### config.mk
export PLATFORM = sky130hd
export DESIGN_NAME = fbcd_sqrt
export DESIGN_NICKNAME = d
export VERILOG_FILES = /design/src/sv/fbcd_pkg.sv /design/src/sv/fbcd_sqrt.sv
export SDC_FILE = /design/constraint.sdc
export NUM_CORES = 2
export LEC_CHECK = 0
export BUFFER_PORTS_ARGS = -buffer_cell sky130_fd_sc_hd__buf_2
export CORE_MARGIN = 2
export CORE_UTILIZATION = 30
export DETAILED_ROUTE_END_ITERATION = 10
export HOLD_SLACK_MARGIN = 0.06
export SLEW_MARGIN = 10
export SYNTH_ARGS = -nofsm -noshare
export SYNTH_HDL_FRONTEND = slang
export SYNTH_SLANG_ARGS = --single-unit
### constraint.sdc
create_clock -name clk_i -period 5.3 [get_ports clk_i]
set_input_delay 0.795 -clock clk_i [delete_from_list [all_inputs] [get_ports clk_i]]
set_output_delay 0.795 -clock clk_i [all_outputs]
set_load 0.02 [all_outputs]
### src/sv/fbcd_pkg.sv
// ----------------------------------------------------------------------------
// fbcd_pkg: shared types and constants
// Field widths, configuration register codes and the structs that pass
// between the lanes, the square-root pipeline and the output buffer.
// ----------------------------------------------------------------------------
package fbcd_pkg;

  localparam int NumAxes   = 3;
  localparam int DimW      = 2;
  localparam int CoordW    = 32;
  localparam int BinW      = 10;
  localparam int SizeW     = 21;
  localparam int MagW      = 31;
  localparam int SqW       = 2 * MagW;
  localparam int SumW      = 64;
  localparam int RootW     = SumW / 2;
  localparam int SqrtSteps = RootW;
  localparam int CfgIdxW   = 3;
  localparam int DiffW     = 36;

  localparam logic [MagW-1:0] MagMax = {MagW{1'b1}};

  localparam logic [DimW-1:0] DimsReset = 2'd3;
  localparam logic [SizeW-1:0] SizeReset = 21'd65536;

  typedef enum logic [CfgIdxW-1:0] {
    CFG_DIMENSIONS = 3'd0,
    CFG_LOWER_X    = 3'd1,
    CFG_LOWER_Y    = 3'd2,
    CFG_LOWER_Z    = 3'd3,
    CFG_SIZE_X     = 3'd4,
    CFG_SIZE_Y     = 3'd5,
    CFG_SIZE_Z     = 3'd6
  } cfg_reg_e;

  typedef struct packed {
    logic [SqW-1:0]  sq;
    logic [MagW-1:0] mag;
    logic            sat;
  } lane_res_t;

  typedef struct packed {
    logic            one_d;
    logic [MagW-1:0] mag;
    logic            sat;
  } side_t;

  typedef struct packed {
    logic [RootW-1:0] distance;
    logic             sat;
  } out_t;

endpackage

### src/sv/fbcd_sqrt.sv
// ----------------------------------------------------------------------------
// fbcd_sqrt: pipelined integer square root
// One result bit per stage, most significant first; the floor of the
// square root of a 64-bit value comes out after 32 stages.
// ----------------------------------------------------------------------------
module fbcd_sqrt (
  input  logic                              clk_i,
  input  logic                              rst_ni,
  input  logic                              en_i,
  input  logic                              valid_i,
  input  logic [fbcd_pkg::SumW-1:0]         value_i,
  input  fbcd_pkg::side_t                   side_i,
  output logic                              valid_o,
  output logic [fbcd_pkg::RootW-1:0]        root_o,
  output fbcd_pkg::side_t                   side_o
);

  localparam int Steps = fbcd_pkg::SqrtSteps;
  localparam int TrialW = fbcd_pkg::SumW + 2;

  logic [fbcd_pkg::SumW-1:0]  rem_q  [Steps+1];
  logic [fbcd_pkg::RootW-1:0] root_q [Steps+1];
  fbcd_pkg::side_t            side_q [Steps+1];
  logic [Steps:0]             vld_q;

  assign rem_q[0]  = value_i;
  assign root_q[0] = '0;
  assign side_q[0] = side_i;
  assign vld_q[0]  = valid_i;

  for (genvar k = 0; k < Steps; k++) begin : g_step
    localparam int Bit = Steps - 1 - k;

    logic [TrialW-1:0] trial;
    logic              take;

    // (root + 2^Bit)^2 - root^2 = root * 2^(Bit+1) + 2^(2*Bit)
    assign trial = (TrialW'(root_q[k]) << (Bit + 1)) + (TrialW'(1) << (2 * Bit));
    assign take  = TrialW'(rem_q[k]) >= trial;

    always_ff @(posedge clk_i or negedge rst_ni) begin
      if (!rst_ni) begin
        vld_q[k+1] <= 1'b0;
      end else if (en_i) begin
        vld_q[k+1] <= vld_q[k];
      end
    end

    always_ff @(posedge clk_i) begin
      if (en_i) begin
        rem_q[k+1]  <= take ? fbcd_pkg::SumW'(TrialW'(rem_q[k]) - trial) : rem_q[k];
        root_q[k+1] <= take ? (root_q[k] | (fbcd_pkg::RootW'(1) << Bit)) : root_q[k];
        side_q[k+1] <= side_q[k];
      end
    end
  end

  assign valid_o = vld_q[Steps];
  assign root_o  = root_q[Steps];
  assign side_o  = side_q[Steps];

endmodule

Yosys cells after proc, flatten, opt, wreduce, memory -nomap -nowiden
Cells that the tools add are included.
{ "totals": {"output_inout_bits": 66, "reg_bits": 4096, "elab_cells": 348, "input_bits": 101} }
{ "op_classes": {"mux": 32, "add_sub_neg": 62, "order_cmp": 32} }
{ "op_table": {"columns": ["op", "n"], "rows": [
  ["$mux 64", 31],
  ["$add 63x61->64 const B", 1],
  ["$ge 64x34->1", 1],
  ["$ge 64x35->1", 1],
  ["$ge 64x36->1", 1],
  ["$ge 64x37->1", 1],
  ["$ge 64x38->1", 1],
  ["$ge 64x39->1", 1],
  ["$ge 64x40->1", 1],
  ["$ge 64x41->1", 1],
  ["$ge 64x42->1", 1],
  ["$ge 64x43->1", 1],
  ["$ge 64x44->1", 1],
  ["$ge 64x45->1", 1],
  ["$ge 64x46->1", 1],
  ["$ge 64x47->1", 1],
  ["$ge 64x48->1", 1],
  ["$ge 64x49->1", 1],
  ["$ge 64x50->1", 1],
  ["$ge 64x51->1", 1],
  ["$ge 64x52->1", 1],
  ["$ge 64x53->1", 1],
  ["$ge 64x54->1", 1],
  ["$ge 64x55->1", 1],
  ["other kinds (72)", 72]
]} }

Depth between registers and ports, before layout
{ "logic_depth": {"word_depth": 3, "mapped_depth": 15} }

Worst setup path before layout
No wires, ideal clock.
{ "synth_timing": {"path_type": "register to register", "startpoint": "reg rem_q[603] in the netlist's numbering", "endpoint": "reg rem_q[571] in the netlist's numbering (data pin)", "path_buffers": 1, "t_arrival_ns": 3.173, "setup_time_ns": 0.266, "path_stages_with_launch": 12, "required_ns": 5.034, "slack_ns": 1.861, "path_cell_list": "edfxtp_1 ha_1 nand3_1 or4_1 a211oi_2 a21o_1 a211oi_1 or3_1 or4_4 buf_6 o41ai_2 o21ai_1"} }
{ "synth_via": {"elab_chain_len": 2, "word_cells_on_any_way": 3, "classes_between": "1 x add/sub; 1 x order compare; 1 x mux"} }
{ "synth_rtl": {"columns": ["element", "line", "source"], "rows": [
  ["start, declared", "fbcd_sqrt.sv:21", "logic [fbcd_pkg::SumW-1:0] rem_q [Steps+1];"],
  ["start signal, assigned by index", "fbcd_sqrt.sv:51", "rem_q[k+1] <= take ? fbcd_pkg::SumW'(TrialW'(rem_q[k]) - trial) : rem_q[k];"],
  ["$sub 64x42->64 or $ge 64x42->1 (tied branches)", "fbcd_sqrt.sv:51, fbcd_sqrt.sv:39", null],
  ["$mux 64 (*)", "fbcd_sqrt.sv:51", null]
]} }
Mark *: on every way between the ends. The rest lies on a longest branch, timed or not.
A chain may end at the register's enable or synchronous reset.

Worst setup path in the final report
{ "layout_timing": {"startpoint": "reg rem_q[235] in the netlist's numbering", "endpoint": "reg rem_q[180] in the netlist's numbering (data pin)"} }
{ "layout_via": {"elab_chain_len": 2, "word_cells_on_any_way": 3, "classes_between": "1 x add/sub; 1 x order compare; 1 x mux"} }
{ "layout_rtl": {"columns": ["element", "line"], "rows": [
  ["$sub 64x36->64 or $ge 64x36->1 (tied branches)", "fbcd_sqrt.sv:51, fbcd_sqrt.sv:39"],
  ["$mux 64 (*)", "fbcd_sqrt.sv:51"]
]} }
Marks and branches as above.

==> reports/metrics.cfg <==
[routing]
avgViaCountPerCell=4.63
dr.pass1.iters=8
drcViolationCount=0
vias=85800
wl_per_cell_um=16.0
postRouteAntennaNets=0
drtIter0Drc=4883
drt_wl_total_um=297000

[global_routing]
grt_pass1_vias=88000
grt_overflow_total=0
track_usage=0.111
grt_max_degree=191
grt_antenna_before_repair=4
grt_pass1_wl_um=469000

[placed_design]
gp_congestion=0.909
hpwlAfterDp_um=211000
dpl_cell_area_mm2=0.164
io_buffers=166

[logic_synthesis]
ys_seq_elements=3600
synthArstFlopShare=0.00889
postSynthAreaPerCell_um2=14.1
seq_area_frac_synth=0.698
synth-warning-count=0
syn_nets=11600
yosysUniqueCellTypes=105
synthCells=10900
synth_flop_cell=edfxtp_1
synth_edf_count=3568
synth_area_mm2=0.155

[floorplan]
num_rows=263
core_area_mm2=0.513
die_x_um=722
ios=167
dieArea_mm2=0.521
initial_utilization=0.301
die_h_um=722

[sta]
relSlewSlack=0.207
finalSetupTns_ns=0
fin_skew_ns=0.142
finalHoldViolCount=0
worstMarginPinSlew_ns=1.18
rsz0062_at_grt=false
period_share=0.929
max_freq_mhz=203
setup_viol=0
drv_slew=0
post-route-min-period_ns=4.92

[power]
powerDensity_mw_per_mm2=428
power_mw=76.1
worst_ir_drop_vdd_v=0.000288
power_leakage_nw=64.0

[outcome]
status=finished, final reports clean

[clocking]
cts_tree=built
cts.sinks=3600
clk_pin_slew_ns=0.06
clk_latency_ns=1.04
cts_buffers=383
clockBufferDepth=4
h-tree-depth=5
cts-root-buf=clkbuf_16
cts.repair.resized=0
cts_setup_buffers=0

[worst_setup_path]
path_class=flop to flop
cp-start-kind=flop
crit_required_ns=5.99
cp-end-kind=flop
cp.arrival_ns=5.62
worst-path-max-fanout=54

[finish]
area_growth_pct=14.9
nets=12100
fin_area_mm2=0.178
fillerInstances=49100
drive_gt1_frac=0.0887

[min_path]
hold_class=primary input to flop

[run]
cap_violations=0

power breakdown:
part           leakage [nW]  switching (mW)  internal (mW)
Sequential             34.9            1.90           35.3
Combinational          23.0            7.38           5.15
Clock                  6.12            11.0           15.4
timing repair:
| action | 4_1_cts | 5_1_grt |
|---|---|---|
| hold buffers | 98 | 0 |
| setup endpoints to repair | 0 | 0 |
| endpoints found under the hold margin | 129 | 0 |
cells in the final DEF, fill, tap and decap left out, drive strengths merged, types with 98 or more instances in the layout:
master / Yosys / routed
xor2: 374 / 374
clkinv: 1 / 185
a21oi: 606 / 606
nand4: 183 / 183
clkbuf: 195 / 446
nand3: 164 / 164
o21a: 106 / 106
mux2: 112 / 112
inv: 702 / 720
nand2: 626 / 626
buf: 82 / 281
xnor2: 486 / 486
dlygate4sd3: 0 / 98
edfxtp: 3568 / 3568
nor2: 651 / 651
a21o: 235 / 235
nor3: 301 / 301
o21ai: 462 / 462
nor4: 333 / 333
nand2b: 131 / 131
ha: 558 / 558
critical path, stage by stage (launching register included):
cell and delay (ns):
edfxtp_1 0.42, or4_1 0.56, or3_4 0.37, nor3_1 0.87, nand4_1 0.16, a31oi_1 0.91
nor2_2 0.02, buf_4 0.25, inv_2 0.68, nand4_1 0.21, xnor2_1 0.20
state kept, by name (all words and copies together) (netlist names):
| name | cells |
|---|---|
| rem_q | 1984 |
| side_q | 1023 |
| root_q | 496 |
| side_o | 33 |
| root_o | 32 |
| vld_q | 31 |
| valid_o | 1 |
synth_stat cells, types with 25 or more instances:
master | count | share of area
edfxtp_1 | 3568 | 0.69
inv_1 | 699 | 0.017
nor2_1 | 649 | 0.016
nand2_1 | 626 | 0.015
a21oi_1 | 605 | 0.020
ha_1 | 558 | 0.045
xnor2_1 | 486 | 0.028
o21ai_0 | 458 | 0.015
xor2_1 | 374 | 0.021
nor4_1 | 330 | 0.013
nor3_1 | 300 | 0.0097
a21o_1 | 235 | 0.011
clkbuf_1 | 194 | 0.0047
nand4_1 | 183 | 0.0074
nand3_1 | 163 | 0.0053
nand2b_1 | 131 | 0.0053
mux2_2 | 107 | 0.0078
o21a_1 | 106 | 0.0051
or3_1 | 85 | 0.0034
nor2b_1 | 71 | 0.0029
a211oi_1 | 61 | 0.0030
or4_1 | 60 | 0.0029
nor4b_1 | 58 | 0.0033
and3_1 | 48 | 0.0019
o31ai_1 | 48 | 0.0023
a31oi_1 | 46 | 0.0019
o21bai_1 | 42 | 0.0020
nand3b_1 | 40 | 0.0019
o211ai_1 | 40 | 0.0019
buf_4 | 36 | 0.0017
or2_2 | 36 | 0.0015
and2_1 | 35 | 0.0014
dfrtp_1 | 32 | 0.0052
a21boi_0 | 25 | 0.0012
nand4b_1 | 25 | 0.0014
routing by layer:
metal | routed length, µm | vias to the layer above | GRT usage
li1 | - | 42300 | -
met1 | 110000 | 41000 | 0.112
met2 | 160000 | 1706 | 0.215
met3 | 10400 | 752 | 0.0167
met4 | 17200 | 0 | 0.0623
met5 | 0 | - | 0
worst paths after layout:
kind	from	to	slack, ns	cells after the start
min in group asynchronous	rst_ni	valid_o$_DFFE_PN0P_	0.51	2
hold / removal	value_i[62]	rem_q[2046]$_DFFE_PP_	0.24	3
max in group asynchronous	rst_ni	vld_q[10]$_DFFE_PN0P_	4.34	2
setup / recovery	rem_q[235]$_DFFE_PP_	rem_q[180]$_DFFE_PP_	0.38	10
hold reg to reg	side_q[610]$_DFFE_PP_	side_q[577]$_DFFE_PP_	0.35	0
setup reg to reg	rem_q[235]$_DFFE_PP_	rem_q[180]$_DFFE_PP_	0.38	10
through the flow:
| step | hold slack (ns) | instances | worst slack (ns) | utilization |
|---|---|---|---|---|
| finish | 0.236 | 18500 | 0.376 | 0.346 |
| global route | 0.184 | 18500 | 0.237 | 0.346 |
| CTS | 0.0978 | 18500 | 0.391 | 0.346 |
| detailed placement | 0.405 | 17700 | 0.422 | 0.320 |
| global placement | 0.400 | 17700 | 0.511 | 0.320 |
| floorplan | 0.400 | 10900 | 1.86 | - |
cell type report:
cell class / count / area, µm² / share of cell area
Antenna cell: 10 / 25.0 / 0.000141
Clock buffer: 446 / 9890 / 0.0557
Clock inverter: 258 / 2710 / 0.0152
Inverter: 703 / 2640 / 0.0149
Multi-Input combinational cell: 6357 / 43000 / 0.242
Sequential cell: 3600 / 108000 / 0.608
Tap cell: 6757 / 8450 / 0.0476
Timing Repair Buffer: 379 / 3000 / 0.0169
cells by family after synthesis:
| group | count (synthesis) | synth area share |
|---|---|---|
| muxes | 122 | 0.00885 |
| adders and majority gates | 558 | 0.0451 |
| and+or+nand+nor | 2936 | 0.0985 |
| DFF | 3600 | 0.698 |
| AOI/OAI and AO/OA | 1881 | 0.0758 |
| buffers and inverters | 980 | 0.0250 |
| xor gates and xnor gates | 860 | 0.0487 |
(Power assumes the default switching activity.)
