**config.mk**
```make
export PLATFORM = sky130hd
export DESIGN_NAME = fbcd_lane
export DESIGN_NICKNAME = d
export VERILOG_FILES = /design/src/sv/fbcd_pkg.sv /design/src/sv/fbcd_lane.sv
export SDC_FILE = /design/constraint.sdc
export NUM_CORES = 2
export LEC_CHECK = 0
export ABC_AREA = 1
export BUFFER_PORTS_ARGS = -buffer_cell sky130_fd_sc_hd__buf_4
export CORE_MARGIN = 1
export CORE_UTILIZATION = 40
export CTS_CLUSTER_DIAMETER = 150
export DETAILED_ROUTE_END_ITERATION = 10
export HOLD_SLACK_MARGIN = 0.15
export PLACE_DENSITY = 0.53
export SYNTH_ARGS = -nofsm -noshare
export SYNTH_HDL_FRONTEND = slang
export SYNTH_SLANG_ARGS = --single-unit
export TNS_END_PERCENT = 50
```
**constraint.sdc**
```tcl
create_clock -name clk_i -period 8.56 [get_ports clk_i]
set_input_delay 0.856 -clock clk_i [delete_from_list [all_inputs] [get_ports clk_i]]
set_output_delay 0.856 -clock clk_i [all_outputs]
set_load 0.01 [all_outputs]
```
**src/sv/fbcd_pkg.sv**
```systemverilog
// ----------------------------------------------------------------------------
// fbcd_pkg: shared types and constants
// Field widths, configuration register codes and the structs that pass
// between the lanes, the square-root pipeline and the output buffer.
// ----------------------------------------------------------------------------
package fbcd_pkg;

  localparam int NumAxes   = 3;
  localparam int DimW      = 2;
  localparam int CoordW    = 32;
  localparam int BinW      = 10;
  localparam int SizeW     = 21;
  localparam int MagW      = 31;
  localparam int SqW       = 2 * MagW;
  localparam int SumW      = 64;
  localparam int RootW     = SumW / 2;
  localparam int SqrtSteps = RootW;
  localparam int CfgIdxW   = 3;
  localparam int DiffW     = 36;

  localparam logic [MagW-1:0] MagMax = {MagW{1'b1}};

  localparam logic [DimW-1:0] DimsReset = 2'd3;
  localparam logic [SizeW-1:0] SizeReset = 21'd65536;

  typedef enum logic [CfgIdxW-1:0] {
    CFG_DIMENSIONS = 3'd0,
    CFG_LOWER_X    = 3'd1,
    CFG_LOWER_Y    = 3'd2,
    CFG_LOWER_Z    = 3'd3,
    CFG_SIZE_X     = 3'd4,
    CFG_SIZE_Y     = 3'd5,
    CFG_SIZE_Z     = 3'd6
  } cfg_reg_e;

  typedef struct packed {
    logic [SqW-1:0]  sq;
    logic [MagW-1:0] mag;
    logic            sat;
  } lane_res_t;

  typedef struct packed {
    logic            one_d;
    logic [MagW-1:0] mag;
    logic            sat;
  } side_t;

  typedef struct packed {
    logic [RootW-1:0] distance;
    logic             sat;
  } out_t;

endpackage

```
**src/sv/fbcd_lane.sv**
```systemverilog
// ----------------------------------------------------------------------------
// fbcd_lane: one axis of the farthest-corner datapath
// Four stages: bin face product, offset to lower face, larger clipped
// face offset, square of that offset.
// ----------------------------------------------------------------------------
module fbcd_lane #(
  parameter int BINS_PER_AXIS = 1024
) (
  input  logic                                clk_i,
  input  logic                                en_i,
  input  logic signed [fbcd_pkg::CoordW-1:0]  point_i,
  input  logic        [fbcd_pkg::BinW-1:0]    bin_i,
  input  logic signed [fbcd_pkg::CoordW-1:0]  lower_i,
  input  logic        [fbcd_pkg::SizeW-1:0]   size_i,
  output fbcd_pkg::lane_res_t                 res_o
);

  localparam int ProdW = fbcd_pkg::BinW + fbcd_pkg::SizeW;
  localparam logic [16:0] BinMax = 17'(BINS_PER_AXIS - 1);

  logic        [fbcd_pkg::BinW-1:0]    bin_c;
  logic        [ProdW-1:0]             prod_q;
  logic signed [fbcd_pkg::CoordW-1:0]  pt_q;
  logic signed [fbcd_pkg::DiffW-1:0]   lo_w;
  logic signed [fbcd_pkg::DiffW-1:0]   d0_d;
  logic signed [fbcd_pkg::DiffW-1:0]   d0_q;
  logic signed [fbcd_pkg::DiffW-1:0]   d1_w;
  logic        [fbcd_pkg::DiffW-1:0]   a0_w;
  logic        [fbcd_pkg::DiffW-1:0]   a1_w;
  logic        [fbcd_pkg::DiffW-1:0]   m_w;
  logic                                sat_d;
  logic        [fbcd_pkg::MagW-1:0]    mag_d;
  logic        [fbcd_pkg::MagW-1:0]    mag_q;
  logic                                sat_q;
  fbcd_pkg::lane_res_t                 res_q;

  // clamp bins past the grid edge to the last bin
  assign bin_c = ({7'd0, bin_i} > BinMax) ? BinMax[fbcd_pkg::BinW-1:0] : bin_i;

  assign lo_w = $signed({{(fbcd_pkg::DiffW-ProdW){1'b0}}, prod_q})
              + fbcd_pkg::DiffW'(lower_i);
  assign d0_d = fbcd_pkg::DiffW'(pt_q) - lo_w;

  assign d1_w = d0_q - $signed({{(fbcd_pkg::DiffW-fbcd_pkg::SizeW){1'b0}}, size_i});
  assign a0_w = d0_q[fbcd_pkg::DiffW-1] ? unsigned'(-d0_q) : unsigned'(d0_q);
  assign a1_w = d1_w[fbcd_pkg::DiffW-1] ? unsigned'(-d1_w) : unsigned'(d1_w);
  assign m_w  = (a0_w > a1_w) ? a0_w : a1_w;
  assign sat_d = m_w > fbcd_pkg::DiffW'(fbcd_pkg::MagMax);
  assign mag_d = sat_d ? fbcd_pkg::MagMax : m_w[fbcd_pkg::MagW-1:0];

  always_ff @(posedge clk_i) begin
    if (en_i) begin
      prod_q    <= ProdW'(bin_c) * ProdW'(size_i);
      pt_q      <= point_i;
      d0_q      <= d0_d;
      mag_q     <= mag_d;
      sat_q     <= sat_d;
      res_q.sq  <= fbcd_pkg::SqW'(mag_q) * fbcd_pkg::SqW'(mag_q);
      res_q.mag <= mag_q;
      res_q.sat <= sat_q;
    end
  end

  assign res_o = res_q;

endmodule

```
**Word-level counts from Yosys, hierarchy flattened**

Index checks and enable logic that the tools add are counted.

- Register bits after elaboration: 225
- Latch bits: 0
- Bits in writable memories: 0
- ROM bits: 0
- Input port bits: 97
- Output and inout port bits: 94
- Logic and storage cells: 20
- Memories: 0

- Add/sub/neg operators: 5
- $mul: 2
- Div/mod/pow operators: 0
- Magnitude comparators: 2
- Equality and inequality tests: 0
- Shift operators: 0
- Multiplexer cells: 3
- Bitwise logic cells: 0
- Reductions and logical operators: 0

Operators by type and width:

| cell | number |
|---|---|
| $mux W36 | 3 |
| $neg A36 Y36 | 2 |
| $mul A31 B31 Y62 | 1 |
| $gt A36 B31 Y1 const B | 1 |
| $gt A36 B36 Y1 | 1 |
| $sub A36 B22 Y36 | 1 |
| $sub A32 B33 Y34 | 1 |
| $add A32 B32 Y33 | 1 |
| $mul A10 B21 Y31 | 1 |

**Longest topological paths before layout**

- Depth in word-level cells: 6
- Mapped depth: 34

**Worst setup path after synthesis**

No wires, ideal clock.

- Path type: flip-flop to flip-flop
- Start point: reg mag_q[16] in the netlist's numbering
- End point: reg res_q, in the netlist res_o[80] (data pin)
- Data arrival time: 7.115 ns
- Required time: 8.308 ns
- Setup slack: 1.192 ns
- Cell stages (with the launch flop): 33
- Buffers on the path: 2
- Path through: edfxtp_1 > clkbuf_1 > buf_1 > nand2_1 > fa_1 > inv_1 > fa_1 > inv_1 > fa_1 > inv_1 > fa_1 > fa_1 > inv_1 > fa_1 > inv_1 > fa_1 > inv_1 > fa_1 > inv_1 > ha_1 > nand2_1 > nor2_1 > inv_1 > nor2_1 > inv_1 > o311ai_1 > nand2_1 > nand2_1 > a21oi_1 > o21ai_1 > nand2_1 > nand3_1 > nand2_1

- Word-level cells in the longest chain between the ends: 1

RTL lines:

| what | RTL line | source |
|---|---|---|
| start: declaration | fbcd_lane.sv:33 | `logic [fbcd_pkg::MagW-1:0] mag_q;` |
| start signal: assignment | fbcd_lane.sv:56 | `mag_q <= mag_d;` |
| $mul A31 B31 Y62 | fbcd_lane.sv:58 | `res_q.sq <= fbcd_pkg::SqW'(mag_q) * fbcd_pkg::SqW'(mag_q);` |
| end: declaration | fbcd_lane.sv:35 | `fbcd_pkg::lane_res_t res_q;` |

No other way between the ends.
A chain may end at the register's enable or synchronous reset.

**Worst setup path in the final report**

- Start point: reg mag_q[16] in the netlist's numbering
- End point: reg res_q, in the netlist res_o[93] (data pin)

The elaborated chain is that of the path after synthesis.

==> flow_results.org <==
** Timing
- Setup violations remaining at the end of the flow were counted as 0.
- Min Tclk post-route :: 8.273 ns
- Total negative setup slack :: 0 ns
- Setup repair after global routing left no endpoint under its margin.
- Worst clock skew :: 0.05379 ns
- Headroom to the max-slew limit came out at between 20% and 30%.
- The final critical path takes up a little over nine tenths of the cycle.
- At the pin with the least slew margin, the transition time is between 1 and 1.5 ns.
- Number of pins exceeding their max-slew limit in the final report :: 0
- Timing would allow up to roughly 120 MHz.
- Endpoints failing hold :: 0

** Clock network
- Clock Path Buffers :: 3
- Number of buffers inserted by hold repair at cts :: 0
- The root buffer cell chosen for the clock tree is sky130_fd_sc_hd__clkbuf_16.
- After clock tree synthesis, the clock-pin slew on the worst setup and hold paths is 0.06 ns.
- Clock buffer count from CTS :: 35
- The later pin in the worst-skew pair is clocked with a latency of 0.61 ns.
- Clock tree synthesis found a total of 221 sinks.
- The H-tree generated during clock tree synthesis spans 2 levels.
- TritonCTS built the clock tree.

** GRT
- Number of antenna violations at the first check in global routing :: 9
- Vias in the first global route :: 39,460
- After global routing the overflow that remains totals 0.
- Entering global routing, the biggest net connects 86 pins.
- Wire length of the first global-routing pass :: 227,400 um
- Total Routing Usage GR :: 23.75%

** Critical path
- Startpoint types :: flip-flop
- At the worst endpoint, the arrival time is 8.61 ns.
- Worst Setup Path Type :: flip-flop to flip-flop
- Of all nets on the critical path, the largest fanout is 21.
- Counting stages on the worst path, the most repeated cell is sky130_fd_sc_hd__inv_1.
- On the worst path, the slowest cell contributes a delay of 0.65 ns.
- The slowest stage of the critical path belongs to the cell sky130_fd_sc_hd__edfxtp_1.
- The worst setup path is captured at a flip-flop.
- Crit path required time :: 8.90 ns

** Yosys
- The most used flip-flop cell after synthesis is sky130_fd_sc_hd__edfxtp_1.
- Of the total synthesized cell area, the portion taken by full adders, half adders and majority gates is 48.59%.
- Cell Area, Synth :: 49,350 um^2
- By area, the combinational part of the netlist is dominated by adder cells.
- Post-Syn Instances :: 5,884
- Proportion of synthesized flip-flops having asynchronous set or reset :: 0%
- Synthesized-area fraction occupied by xor and xnor cells :: 3.283%
- By instance count, the leading cell after synthesis is sky130_fd_sc_hd__inv_1.
- After synthesis, flip-flops and latches occupy 13.45% of the total area.
- The commonest cells after synthesis are 1,727 x sky130_fd_sc_hd__inv_1, 1,286 x sky130_fd_sc_hd__nand2_1, 933 x sky130_fd_sc_hd__fa_1.
- By area the synthesized netlist is led by sky130_fd_sc_hd__fa_1 38%, sky130_fd_sc_hd__edfxtp_1 13%, sky130_fd_sc_hd__inv_1 13%.
- Leading area contributor after synthesis :: sky130_fd_sc_hd__fa_1
- Compound-Gate Fraction of Synth Area :: 4.393%
- Yosys reg bits :: between 200 and 250
- Of the post-synthesis cell area, the part taken by muxes is 0%.
- A synthesized cell averages 8.388 um^2.
- The synthesized design contains 221 enable-type register cells.
- Yosys mapped the design onto 51 distinct sky130hd cell types.
- Share of the synthesized area in the top cell type :: 37.84%
- The Yosys step of the flow raised 0 warnings.
- After Yosys synthesis, and, or, nand and nor cells account for 15.50% of the synthesized area.

** Route
- Routed wire length per instance :: 18.62 um
- The routed design has 143,200 um of wire.
- The detail route stage leaves a number of antenna-violating nets equal to 0.
- The first TritonRoute pass finished after 5 iterations.
- DRC marker count from the first detailed-route iteration :: 2,529
- Via/cell ratio :: 4.797
- DR DRC count :: 0
- The detailed router placed 36,870 vias in this run.

** Cells and area
- Cells with a size suffix above 1 make up 7.756% of the layout.
- Area growth, synth to finish :: 9.405%
- For this run, the post-layout net count is 7,487.
- Fill cells in the final layout number 12,250.

** Run status
- Run status :: finished, final reports clean

** Die
- In this run the horizontal extent of the chip is 353.3 um.
- The floorplan step defined a die boundary enclosing 124,800 um^2.
- Starting density of the core :: 40.44%
- about 190 I/O pins were placed.
- Total number of placement rows :: approximately 130
- Vert. Die Dim :: 353.3 um
- Core region area :: 122,000 um^2

** Placed design
- Global placement routability congestion :: 0.9692
- HPWL after detailed placement :: 120,500 um
- Count of buffers from port buffering :: approximately 190

** Run
- Number of max-cap violations :: 0

** Worst hold path
- The min-delay analysis places its worst path in the category input pin to flip-flop.
## routing by layer
layer  track usage [%]  wire length [um]  vias up
met5                 0                27        -
met4             6.805              4478        4
met3             2.806              7554      176
met2             39.34             67230      914
met1             32.68             63860    18230
li1                  -                 -    17550
## state kept, by name, summed over array words and instances (netlist names)
| name | cells |
|---|---|
| d0_q | 34 |
| prod_q | 31 |
| pt_q | 32 |
| mag_q | 31 |
| res_o | 92 |
| sat_q | 1 |
## timing repair
item / in CTS / in global routing
gates resized for setup: 0 / 0
setup endpoints to repair: 0 / 1
buffers inserted: 0 / 3
## layout by cell type, fill, tap and decap left out, types with 12 or more instances in the layout
cell / Yosys / layout
sky130_fd_sc_hd__inv_1: 1727 / 1727
sky130_fd_sc_hd__nand2_1: 1286 / 1286
sky130_fd_sc_hd__fa_1: 933 / 933
sky130_fd_sc_hd__ha_1: 424 / 424
sky130_fd_sc_hd__buf_4: 2 / 263
sky130_fd_sc_hd__edfxtp_1: 221 / 221
sky130_fd_sc_hd__nor2_1: 213 / 213
sky130_fd_sc_hd__a21oi_1: 186 / 186
sky130_fd_sc_hd__xor2_1: 126 / 126
sky130_fd_sc_hd__nand3_1: 120 / 120
sky130_fd_sc_hd__o21ai_0: 112 / 112
sky130_fd_sc_hd__xnor2_1: 59 / 59
sky130_fd_sc_hd__nand3_2: 46 / 46
sky130_fd_sc_hd__nand4_1: 36 / 36
sky130_fd_sc_hd__clkbuf_16: 0 / 35
sky130_fd_sc_hd__inv_2: 30 / 30
sky130_fd_sc_hd__nand2_2: 25 / 25
sky130_fd_sc_hd__nor3_1: 22 / 22
sky130_fd_sc_hd__a31oi_1: 20 / 20
sky130_fd_sc_hd__a21o_1: 15 / 15
sky130_fd_sc_hd__nor2_2: 12 / 12
sky130_fd_sc_hd__o21a_1: 12 / 12
## per-stage QoR
step                      setup WS (ns)  hold slack (ns)  instances  area [um^2]  utilization, %
after floorplan                   1.192           0.4003       5886        49360               -
after global placement           0.3500           0.4027       7618        52770           43.24
after detailed placement         0.3580           0.4128       7618        52770           43.24
after CTS                        0.3194           0.3880       7682        53970           44.23
after global routing            0.01994           0.4040       7685        53990           44.24
final                            0.2866           0.4200       7686        54000           44.25
## kinds of logic after synthesis
| kind of cell | Yosys count |
|---|---|
| AOI/OAI and AO/OA | 391 |
| xor gates and xnor gates | 185 |
| adders and majority gates | 1357 |
| buffers and inverters | 1920 |
| DFF | 221 |
| other | 2 |
| and+or+nand+nor | 1808 |
## final cells by class
type | instances | area [um^2] | area share, %
multi-input cells | 3745 | 35440 | 65.62
flip-flops and latches | 221 | 6636 | 12.29
inverters | 1762 | 6614 | 12.25
repair buffers | 268 | 2069 | 3.833
well taps | 1625 | 2033 | 3.765
clock buffers | 37 | 883.3 | 1.636
clock inverters | 27 | 322.8 | 0.5978
diodes | 1 | 2.502 | 0.004634
## critical path: cells and delay by family, from the launching register on
kind	cells	cell delay (ns)
flops	1	0.65
fa+ha+maj	9	4.56
buf+inv	10	1.04
xor+xnor	1	0.06
simple gates	11	1.70
## final timing paths
kind,startpoint,endpoint,slack (ns),cells after the start
setup reg to reg,mag_q[16],res_o[93],0.29,31
hold / removal,point_i[15],pt_q[15],0.42,1
setup / recovery,mag_q[16],res_o[93],0.29,31
hold reg to reg,sat_q,res_o[0],0.43,0
Power is not shown: default switching activity piles up to over one toggle a cycle in this logic, so the estimate is an artifact.
