[config.mk]
export PLATFORM = sky130hd
export DESIGN_NAME = fbcd_outbuf
export DESIGN_NICKNAME = d
export VERILOG_FILES = /design/src/sv/fbcd_pkg.sv /design/src/sv/fbcd_outbuf.sv
export SDC_FILE = /design/constraint.sdc
export NUM_CORES = 1
export LEC_CHECK = 0
export CORE_AREA = 4 4 82 84
export DETAILED_ROUTE_END_ITERATION = 8
export DIE_AREA = 0 0 86 88
export DONT_BUFFER_PORTS = 1
export HOLD_SLACK_MARGIN = 0.08
export PLACE_DENSITY = 0.67
export RECOVER_POWER = 50
export SETUP_SLACK_MARGIN = 0.05
export SYNTH_ARGS = -nofsm -noshare
export SYNTH_HDL_FRONTEND = slang
export SYNTH_SLANG_ARGS = --single-unit
export TNS_END_PERCENT = 100
[constraint.sdc]
create_clock -name clk_i -period 4.6 [get_ports clk_i]
set_clock_uncertainty 0.2 [all_clocks]
set_input_delay 0.92 -clock clk_i [delete_from_list [all_inputs] [get_ports clk_i]]
set_output_delay 0.92 -clock clk_i [all_outputs]
set_load 0.01 [all_outputs]
[src/sv/fbcd_pkg.sv]
// ----------------------------------------------------------------------------
// fbcd_pkg: shared types and constants
// Field widths, configuration register codes and the structs that pass
// between the lanes, the square-root pipeline and the output buffer.
// ----------------------------------------------------------------------------
package fbcd_pkg;

  localparam int NumAxes   = 3;
  localparam int DimW      = 2;
  localparam int CoordW    = 32;
  localparam int BinW      = 10;
  localparam int SizeW     = 21;
  localparam int MagW      = 31;
  localparam int SqW       = 2 * MagW;
  localparam int SumW      = 64;
  localparam int RootW     = SumW / 2;
  localparam int SqrtSteps = RootW;
  localparam int CfgIdxW   = 3;
  localparam int DiffW     = 36;

  localparam logic [MagW-1:0] MagMax = {MagW{1'b1}};

  localparam logic [DimW-1:0] DimsReset = 2'd3;
  localparam logic [SizeW-1:0] SizeReset = 21'd65536;

  typedef enum logic [CfgIdxW-1:0] {
    CFG_DIMENSIONS = 3'd0,
    CFG_LOWER_X    = 3'd1,
    CFG_LOWER_Y    = 3'd2,
    CFG_LOWER_Z    = 3'd3,
    CFG_SIZE_X     = 3'd4,
    CFG_SIZE_Y     = 3'd5,
    CFG_SIZE_Z     = 3'd6
  } cfg_reg_e;

  typedef struct packed {
    logic [SqW-1:0]  sq;
    logic [MagW-1:0] mag;
    logic            sat;
  } lane_res_t;

  typedef struct packed {
    logic            one_d;
    logic [MagW-1:0] mag;
    logic            sat;
  } side_t;

  typedef struct packed {
    logic [RootW-1:0] distance;
    logic             sat;
  } out_t;

endpackage

[src/sv/fbcd_outbuf.sv]
// ----------------------------------------------------------------------------
// fbcd_outbuf: output register with skid stage
// Holds the result on the output while a second entry catches the item
// that the pipeline delivers in the cycle the downstream stalls.
// ----------------------------------------------------------------------------
module fbcd_outbuf (
  input  logic           clk_i,
  input  logic           rst_ni,
  input  logic           valid_i,
  input  fbcd_pkg::out_t data_i,
  output logic           ready_o,
  output logic           valid_o,
  input  logic           ready_i,
  output fbcd_pkg::out_t data_o
);

  logic           ov_q;
  logic           sv_q;
  fbcd_pkg::out_t od_q;
  fbcd_pkg::out_t sd_q;

  assign ready_o = !sv_q;

  always_ff @(posedge clk_i or negedge rst_ni) begin
    if (!rst_ni) begin
      ov_q <= 1'b0;
      sv_q <= 1'b0;
    end else if (!ov_q || ready_i) begin
      if (sv_q) begin
        ov_q <= 1'b1;
        sv_q <= 1'b0;
      end else begin
        ov_q <= valid_i;
      end
    end else if (valid_i) begin
      sv_q <= 1'b1;
    end
  end

  always_ff @(posedge clk_i) begin
    if (!ov_q || ready_i) begin
      od_q <= sv_q ? sd_q : data_i;
    end else if (valid_i && !sv_q) begin
      sd_q <= data_i;
    end
  end

  assign valid_o = ov_q;
  assign data_o  = od_q;

endmodule

# Word-level counts from Yosys, hierarchy flattened
# Index checks and enable logic that the tools add are counted.
# totals
register_bits,68
elab_cells,17
# classes
muxes,4
n_bitwise,1
reduce_logical,6
# ops
op,n
$mux W33,1
$mux W1,3
$logic_not A1 Y1,2
$reduce_and A2 Y1,1
$reduce_bool A2 Y1,1
$logic_and A1 B1 Y1,1
$logic_or A1 B1 Y1,1
$not A1 Y1,1

# Logic depth before layout (Yosys ltp)
# Gate-level depths: netlist of run 1.
# logic_depth
depth_word,4
mapped_depth,4
ltp_nobuf,2

# Worst setup path before layout of run 1
# OpenSTA, ideal clock, no wires.
# synth_timing
path_type,input -> register
startpoint,input port ready_i
endpoint,"register sd_q[0] in the netlist's numbering, enable pin"
setup_time_ps,471
arrival_time_ps,4322
t_required_ps,3929
slack_ps,-393
cell_stages,2
path_cell_list,nand2b_1 > nor3b_1
# synth_between
elab_chain_len,3
# synth_lines
item,line_no,text
"start, declared",fbcd_outbuf.sv:13,"input logic ready_i,"
$logic_or A1 B1 Y1,fbcd_outbuf.sv:41,if (!ov_q || ready_i) begin
$not A1 Y1 (no source line),-,
$reduce_and A2 Y1 (no source line),-,
"end signal, assigned",fbcd_outbuf.sv:44,sd_q <= data_i;
"end, declared",fbcd_outbuf.sv:20,fbcd_pkg::out_t sd_q;
# No other way between the ends.
# A chain may end at the register's enable or synchronous reset.

# Worst setup path in the final report of run 1
# layout_timing
startpoint,register sv_q
endpoint,output port ready_o
# layout_between
elab_chain_len,1
# layout_lines
item,line_no,text
"start, declared",fbcd_outbuf.sv:18,logic sv_q;
"start signal, assigned",fbcd_outbuf.sv:27,sv_q <= 1'b0;
"start signal, assigned",fbcd_outbuf.sv:31,sv_q <= 1'b0;
"start signal, assigned",fbcd_outbuf.sv:36,sv_q <= 1'b1;
$logic_not A1 Y1,fbcd_outbuf.sv:22,assign ready_o = !sv_q;
"end, declared",fbcd_outbuf.sv:11,"output logic ready_o,"
# No other way between the ends.

==> flow_metrics.py, run 1 <==
metrics = {
    "run_status": {
        "outcome": "complete, but fails checks",
        "violations": "max-capacitance violations, max-slew violations",
    },
    "setup_path": {
        "worstPathRequired_ns": 3.48,
        "cp-start-kind": "register",
        "crit_chain": "inv_1",
        "cpLargestDelayFamily": "flip-flops",
        "crit_type": "reg2out",
        "cp-end-kind": "primary output",
        "r2r_setup_slack_ns": 2.00,
        "crit_slowest_cell": "dfrtp_1",
        "cp.arrival_ns": 2.30,
        "startpoint": "sv_q",
        "max_stage_delay_ns": 1.68,
        "worstReg2RegStart": "sv_q",
        "worst-path-buf-inv": 1,
        "critical_path_peak_fanout": 36,
    },
    "clocking": {
        "clockBufferDepth": 2,
        "clock_sinks": 68,
        "clk_pin_slew_ns": 0.07,
        "insertion_delay_ns": 0.33,
        "cts_setup_buffers": 0,
        "clockRootBuffer": "clkbuf_8",
        "numCtsBuffers": 9,
        "cts_resized": 0,
        "cts_tree": "done",
        "cts_max_level": 3,
    },
    "cells_and_area": {
        "final_layout_size_suffix_gt1_frac": 0.3651,
        "layout_commonest_cell": "edfxtp_1",
        "final_cell_mix": "66 x edfxtp_1, 27 x mux2_4, 9 x clkbuf_8",
        "fin_nets": 158,
        "area_growth_pct": 9.239,
        "diodes": 0,
    },
    "worst_hold_path": {
        "hp-start": "sd_q[5]",
        "hold_path_class": "reg2reg",
    },
    "sta": {
        "hold_viol_final": 0,
        "min_period_over_period": 0.7435,
        "max_slew.worst_pin.slew_ns": 1.982,
        "final_max_slew_viol_count": 74,
        "max_freq_ghz": 0.2924,
        "timing.setup.tns_ns": 0,
        "rsz0062_at_grt": "false",
        "post-route-min-period_ns": 3.420,
        "setup_viol": 0,
        "relSlewSlack": -0.3213,
    },
    "power_and_ir_drop": {
        "power-per-cell-area_nw_per_um2": 454.3,
        "leakagePower_nw": 0.9982,
        "peakVddDrop_mv": 0.2701,
        "finalPower_mw": 1.290,
    },
    "route": {
        "dr.pass1.iters": 4,
        "drc": 0,
        "drt_iter0_drc": 71,
        "wl_per_cell_um": 20.27,
        "num_vias": 1009,
        "antenna_left": 0,
        "routed_wl_mm": 4.074,
        "vias_per_cell": 5.020,
    },
    "synth": {
        "yosysWarnings": 0,
        "syn-num-nets": 148,
        "synth_cells": 111,
        "ys_seq_area_frac": 0.7815,
        "ys_ff_latch": 68,
        "syn_avg_cell_area_um2": 23.42,
        "syn_area_um2": 2600,
        "ys_types": 12,
    },
    "floorplan": {
        "core.rowCount": 28,
        "die_w_um": 86,
        "die_area_um2": 7568,
        "die_y_um": 88,
        "core_area_um2": 5921,
        "io_pins": 72,
        "start_util": 0.4391,
    },
    "grt": {
        "overflow": 0,
        "grt_util_all_layers": 0.1171,
        "antenna_found_initial": 0,
        "grt_max_degree": 37,
        "grt_pass1_wl_mm": 6.237,
        "grt_pass1_vias": 1110,
    },
    "run": {
        "drv_cap": 2,
    },
    "place": {
        "gp_congestion": 0.6579,
        "portBuffers": 0,
    },
}
-- kinds of logic (layout without fill, tap and decap cells) --
family / count (synthesis) / after routing / synth area share
buf+inv: 5 / 20 / 0.02695
flops: 68 / 68 / 0.7815
mux: 33 / 33 / 0.1819
simple gates: 5 / 5 / 0.009627
-- through the flow --
step	utilization	hold WS, ns	std cells	setup WS (ns)	area [um2]
after floorplan	-	0.3231	111	0.7587	2605
after global placement	0.4489	0.3313	184	1.937	2658
after detailed placement	0.4489	0.3361	184	1.879	2658
after CTS	0.4803	0.3457	201	1.811	2844
after global routing	0.4797	0.3600	201	1.044	2840
final	0.4797	0.3455	201	1.180	2840
-- path summary, 6_finish.rpt --
| kind | endpoint | cells past startpoint |
|---|---|---|
| max | ready_o | 1 |
| min | data_o[5] | 1 |
| max reg2reg | data_o[32] | 1 |
| min reg2reg | data_o[5] | 1 |
| max in group asynchronous | sv_q | 1 |
| min in group asynchronous | valid_o | 1 |
-- final cells by class --
class | count | area [um2]
tap | 75 | 93.84
timing repair buffer | 3 | 25.02
clock buffer | 13 | 138.9
multi-input combinational | 38 | 509.2
sequential | 68 | 2032
fill | 472 | 3080
inverter | 1 | 3.754
clock inverter | 3 | 37.54
-- sequential cells by signal, indices dropped and copies added (netlist names) --
signal / cells
sd_q: 33
data_o: 33
valid_o: 1
sv_q: 1
-- synth_stat cells, drive strengths merged --
master	n	share of area
inv	1	0.0014
dfrtp	2	0.019
mux2	33	0.18
nand2b	1	0.0024
buf	4	0.026
nand2	1	0.0014
nor3b	1	0.0029
edfxtp	66	0.76
nor2	2	0.0029
-- routing by layer --
metal / GRT usage / vias up / part of all wire
met1: 0.1263 / 508 / 0.38
met2: 0.1738 / 40 / 0.50
met4: 0.08201 / 0 / 0.019
met5: 0 / - / 0
met3: 0.06679 / 7 / 0.10
li1: - / 454 / -
-- timing repair --
action,CTS,global route
setup endpoints to repair,0,0
hold buffers,1,0
hold endpoints to repair,2,0
-- power breakdown --
| group | leakage [nW] | internal [mW] | switching [mW] |
|---|---|---|---|
| logic | 0.255 | 0.0448 | 0.0239 |
| clock network | 0.0867 | 0.248 | 0.196 |
| registers | 0.657 | 0.735 | 0.0422 |
| total | 0.998 | 1.03 | 0.263 |
Power figures use the tool's default switching activity.
==> inputs of run 2 (changes only) <==
==> constraint.sdc (replaced) <==
create_clock -name clk_i -period 3.15 [get_ports clk_i]
set_clock_uncertainty 0.2 [all_clocks]
set_input_delay 0.63 -clock clk_i [delete_from_list [all_inputs] [get_ports clk_i]]
set_output_delay 0.63 -clock clk_i [all_outputs]
set_load 0.01 [all_outputs]
==> flow_metrics.py, run 2 (synthesis gave the netlist of run 1 again) <==
metrics = {
    "power_and_ir_drop": {
        "leakagePower_nw": 0.9687,
        "p_int_mw": 1.404,
        "switching_share": 0.2139,
        "clock_power_share": 0.315,
        "combPwrFrac": 0.057,
        "p_switching_mw": 0.3822,
        "pwr-share-seq": 0.627,
        "power-per-cell-area_nw_per_um2": 639.7,
        "peakVddDrop_mv": 0.3168,
    },
    "clocking": {
        "cts_tree": "done",
        "clk_pin_slew_ns": 0.07,
        "insertion_delay_ns": 0.33,
        "cts_max_level": 3,
        "cts_resized": 0,
        "clockRootBuffer": "clkbuf_8",
        "clockBufferDepth": 2,
        "numCtsBuffers": 9,
        "clock_sinks": 68,
    },
    "floorplan": {
        "core_area_um2": 5921,
        "io_pins": 72,
        "start_util": 0.4391,
        "die_area_um2": 7568,
        "core.rowCount": 28,
        "die_y_um": 88,
        "die_w_um": 86,
    },
    "sta": {
        "timing.setup.tns_ns": 0,
        "relSlewSlack": 0.3908,
        "rsz0062_at_grt": "false",
        "final_max_slew_viol_count": 0,
        "min_period_over_period": 0.6056,
        "post-route-min-period_ns": 1.908,
        "max_slew.worst_pin.slew_ns": 0.9138,
        "hold_viol_final": 0,
        "max_freq_ghz": 0.5242,
        "setup_viol": 0,
    },
    "place": {
        "gp_congestion": 0.6547,
        "placed_cells": 186,
        "place.detailed.hpwl_mm": 2.793,
        "portBuffers": 0,
    },
    "route": {
        "antenna_left": 0,
        "routed_wl_mm": 4.151,
        "drc": 0,
        "dr.pass1.iters": 3,
        "num_vias": 1046,
        "wl_per_cell_um": 20.45,
        "drt_iter0_drc": 68,
        "vias_per_cell": 5.153,
    },
    "setup_path": {
        "cp-end-kind": "register",
        "cp-start-kind": "register",
        "crit_slowest_cell": "dfrtp_1",
        "worstPathRequired_ns": 3.03,
        "crit_type": "reg2reg",
        "cp.arrival_ns": 1.78,
        "crit_chain": "buf_4, mux2_2",
        "max_stage_delay_ns": 0.57,
        "startpoint": "sv_q",
        "worstReg2RegStart": "sv_q",
        "critical_path_peak_fanout": 27,
    },
    "grt": {
        "grt_pass1_wl_mm": 6.085,
        "grt_max_degree": 36,
        "grt_pass1_vias": 1201,
        "overflow": 0,
        "antenna_found_initial": 0,
        "grt_util_all_layers": 0.1139,
    },
    "worst_hold_path": {
        "hold_path_class": "in2reg",
        "hp-start": "data_i[8]",
    },
    "cells_and_area": {
        "fin_nets": 160,
        "final_cell_mix": "66 x edfxtp_1, 21 x mux2_4, 9 x clkbuf_8",
        "nFillCells": 527,
        "layout_commonest_cell": "edfxtp_1",
        "final_layout_size_suffix_gt1_frac": 0.3203,
        "diodes": 0,
        "area_growth_pct": 7.411,
        "instances_no_fill": 203,
    },
    "run_status": {
        "outcome": "completed",
    },
    "run": {
        "drv_cap": 0,
    },
}
[run 2: area by class of cell]
class | instances | area (um2) | share of cell area
sequential | 68 | 2032 | 0.7276
timing repair buffer | 5 | 33.78 | 0.01210
multi-input combinational | 38 | 478.0 | 0.1711
inverter | 1 | 3.754 | 0.001344
tap | 75 | 93.84 | 0.03360
clock buffer | 12 | 135.1 | 0.04839
clock inverter | 4 | 16.27 | 0.005824
[run 2: repair_timing]
item | CTS | global route
setup endpoints to repair | 0 | 0
setup buffers | 0 | 0
hold buffers | 1 | 0
endpoints found under the hold margin | 2 | 0
[run 2: power groups by stage]
| stage | registers, mW | logic, mW | clock network (mW) |
|---|---|---|---|
| floorplan | 1.13 | 0.108 | 0 |
| global placement | 1.14 | 0.107 | 0 |
| detailed placement | 1.14 | 0.112 | 0 |
| CTS | 1.12 | 0.113 | 0.587 |
| global route | 1.13 | 0.111 | 0.633 |
| finish | 1.12 | 0.102 | 0.563 |
[run 2: critical path: cells and delay by family (launching register included)]
| family | cells | cell delay, ns |
|---|---|---|
| flops | 1 | 0.57 |
| buf+inv | 1 | 0.49 |
| mux | 1 | 0.39 |
[run 2: per-layer routing]
metal,vias to the layer above,global-route usage,share of wire
met3,10,0.05738,0.093
met1,523,0.1103,0.37
met4,0,0.07338,0.024
li1,458,-,-
met2,55,0.1920,0.51
met5,-,0,0
[run 2: path summary, 6_finish.rpt]
path | endpoint | cells after the start | slack (ns)
min in group asynchronous | valid_o | 1 | 0.34
hold reg to reg | data_o[10] | 1 | 0.35
setup reg to reg | data_o[31] | 2 | 1.24
setup / recovery | data_o[31] | 2 | 1.24
hold / removal | sd_q[8] | 0 | 0.19
max in group asynchronous | sv_q | 1 | 2.28
[run 2: stage by stage]
stage / area, um2 / util / setup WS [ns] / hold slack, ns / total power, mW
finish: 2793 / 0.4717 / 1.242 / 0.1929 / 1.786
global route: 2793 / 0.4717 / 1.151 / 0.1669 / 1.870
CTS: 2834 / 0.4787 / 1.260 / 0.1762 / 1.824
detailed placement: 2673 / 0.4514 / 1.230 / 0.1345 / 1.255
global placement: 2673 / 0.4514 / 1.258 / 0.1345 / 1.247
floorplan: 2614 / - / 0.3787 / 0.1344 / 1.235
==> inputs of run 3 (changes only) <==
--- a/config.mk
+++ b/config.mk
@@ -10,7 +10,7 @@
 export DIE_AREA = 0 0 86 88
 export DONT_BUFFER_PORTS = 1
 export HOLD_SLACK_MARGIN = 0.08
-export PLACE_DENSITY = 0.67
+export PLACE_DENSITY = 0.69
 export RECOVER_POWER = 50
 export SETUP_SLACK_MARGIN = 0.05
 export SYNTH_ARGS = -nofsm -noshare
==> constraint.sdc (replaced) <==
create_clock -name clk_i -period 1.7 [get_ports clk_i]
set_clock_uncertainty 0.2 [all_clocks]
set_input_delay 0.34 -clock clk_i [delete_from_list [all_inputs] [get_ports clk_i]]
set_output_delay 0.34 -clock clk_i [all_outputs]
set_load 0.01 [all_outputs]
==> flow_metrics.py, run 3 (synthesis gave the netlist of run 1 again) <==
metrics = {
    "run_status": {
        "outcome": "completed",
    },
    "power_and_ir_drop": {
        "finalPower_mw": 3.734,
        "p_switching_mw": 0.7666,
        "p_int_mw": 2.968,
        "leakagePower_nw": 1.170,
        "peakVddDrop_mv": 0.6619,
        "pwr-share-seq": 0.554,
        "combPwrFrac": 0.078,
        "power-per-cell-area_nw_per_um2": 1144,
        "switching_share": 0.2053,
        "clock_power_share": 0.368,
    },
    "grt": {
        "grt_pass1_vias": 1347,
        "grt-busiest-layer": "met2",
        "grt_use_met2": 0.2200,
        "use_met3": 0.07244,
        "grt_max_degree": 36,
        "antenna_found_initial": 0,
        "grt_pass1_wl_mm": 7.093,
        "use_met1": 0.1370,
        "grt_util_all_layers": 0.1301,
        "overflow": 0,
    },
    "route": {
        "dr.pass1.iters": 4,
        "routed_wl_mm": 4.519,
        "wl_per_cell_um": 18.52,
        "antenna_left": 0,
        "num_vias": 1174,
        "drc": 0,
        "drt_iter0_drc": 61,
        "vias_per_cell": 4.811,
    },
    "place": {
        "placed_cells": 189,
        "gp_congestion": 0.7341,
        "portBuffers": 0,
        "place.detailed.hpwl_mm": 2.824,
        "dpl_cell_area_um2": 2725,
    },
    "sta": {
        "relSlewSlack": 0.6665,
        "post-route-min-period_ns": 1.582,
        "rsz0062_at_grt": "false",
        "max_freq_ghz": 0.6321,
        "min_period_over_period": 0.9306,
        "max_slew.worst_pin.slew_ns": 0.5003,
        "setup_viol": 0,
        "final_max_slew_viol_count": 0,
        "holdWs_ns": 0.2823,
        "hold_viol_final": 0,
    },
    "setup_path": {
        "worstPathRequired_ns": 1.58,
        "max_stage_delay_ns": 0.39,
        "cp.arrival_ns": 1.46,
        "cp-start-kind": "register",
        "crit_chain": "buf_4, buf_6, mux2_1",
        "cp-end-kind": "register",
        "crit_slowest_cell": "dfrtp_2",
        "startpoint": "sv_q",
        "crit_type": "reg2reg",
        "worstReg2RegStart": "sv_q",
        "critical_path_peak_fanout": 23,
    },
    "cells_and_area": {
        "final_area_um2": 3263,
        "fin_util": 0.5511,
        "instances_no_fill": 244,
        "final_layout_size_suffix_gt1_frac": 0.2959,
        "layout_commonest_cell": "edfxtp_1",
        "area_growth_pct": 25.51,
        "final_cell_mix": "66 x edfxtp_1, 36 x dlygate4sd3_1, 18 x mux2_4",
        "diodes": 0,
        "fin_nets": 201,
    },
    "clocking": {
        "clock_sinks": 68,
        "cts_tree": "done",
        "insertion_delay_ns": 0.33,
        "clk_pin_slew_ns": 0.07,
        "numCtsBuffers": 9,
        "clockRootBuffer": "clkbuf_8",
        "clockBufferDepth": 2,
        "cts_max_level": 3,
    },
    "worst_hold_path": {
        "hold_path_class": "in2reg",
        "hp-start": "valid_i",
    },
    "floorplan": {
        "io_pins": 72,
        "die_y_um": 88,
        "die_w_um": 86,
        "die_area_um2": 7568,
        "start_util": 0.4391,
        "core.rowCount": 28,
        "core_area_um2": 5921,
    },
    "run": {
        "drv_cap": 0,
    },
}
==> run 3: cell types whose count changed in the layout (fill, tap and decap cells not counted), moves of 2 or more <==
| cell | change |
|---|---|
| buf_4 | +2 |
| buf_6 | +2 |
| mux2_4 | -3 |
| mux2_1 | +3 |
| clkinv_1 | -2 |
| dlygate4sd3_1 | +35 |
| bufinv_16 | +2 |
| clkinv_2 | +2 |
==> run 3: path summary, 6_finish.rpt <==
kind                                   end  slack, ns  depth (start not counted)
min in group asynchronous          valid_o       0.57                          2
worst min-delay path              sd_q[32]       0.28                          2
worst max-delay path            data_o[10]       0.12                          3
worst max register to register  data_o[10]       0.12                          3
max in group asynchronous             sv_q       0.58                          2
worst min register to register   data_o[7]       0.35                          1
==> run 3: timing repair <==
action	in CTS	in global routing
resized for setup	0	2
endpoints found under the hold margin	70	0
setup endpoints to repair	1	15
buffers inserted	3	0
hold buffers	36	0
==> run 3: cell type report <==
cell class,count,area [um2]
Timing Repair Buffer,46,447.9
Fill cell,483,2658
Tap cell,75,93.84
Clock inverter,6,78.83
Multi-Input combinational cell,38,478.0
Clock buffer,10,127.6
Inverter,1,3.754
Sequential cell,68,2033
==> run 3: worst max-delay path: cells and delay by family (launching register included) <==
family | cells | cell delay (ns)
multiplexers | 1 | 0.36
flip-flops | 1 | 0.39
buffers and inverters | 2 | 0.37
==> run 3: power by group through the flow <==
stage               combinational [mW]  clock (mW)  sequential, mW
finish                           0.291        1.37            2.07
global route                     0.317        1.51            2.08
CTS                              0.321        1.42            2.07
global placement                 0.222           0            2.11
floorplan                        0.201           0            2.09
detailed placement               0.229           0            2.11
==> run 3: per-layer routing <==
layer,vias up,share of wire
met2,54,0.53
met1,573,0.39
met4,0,0.012
met3,6,0.073
li1,541,-
met5,-,0
==> run 3: metrics by stage <==
stage / TNS (ns) / worst slack (ns)
2_1_floorplan: -18.11 / -0.5488
3_3_place_gp: 0 / 0.1772
3_5_place_dp: 0 / 0.1338
4_1_cts: 0 / 0.07722
5_1_grt: 0 / 0.05628
6_report: 0 / 0.1181
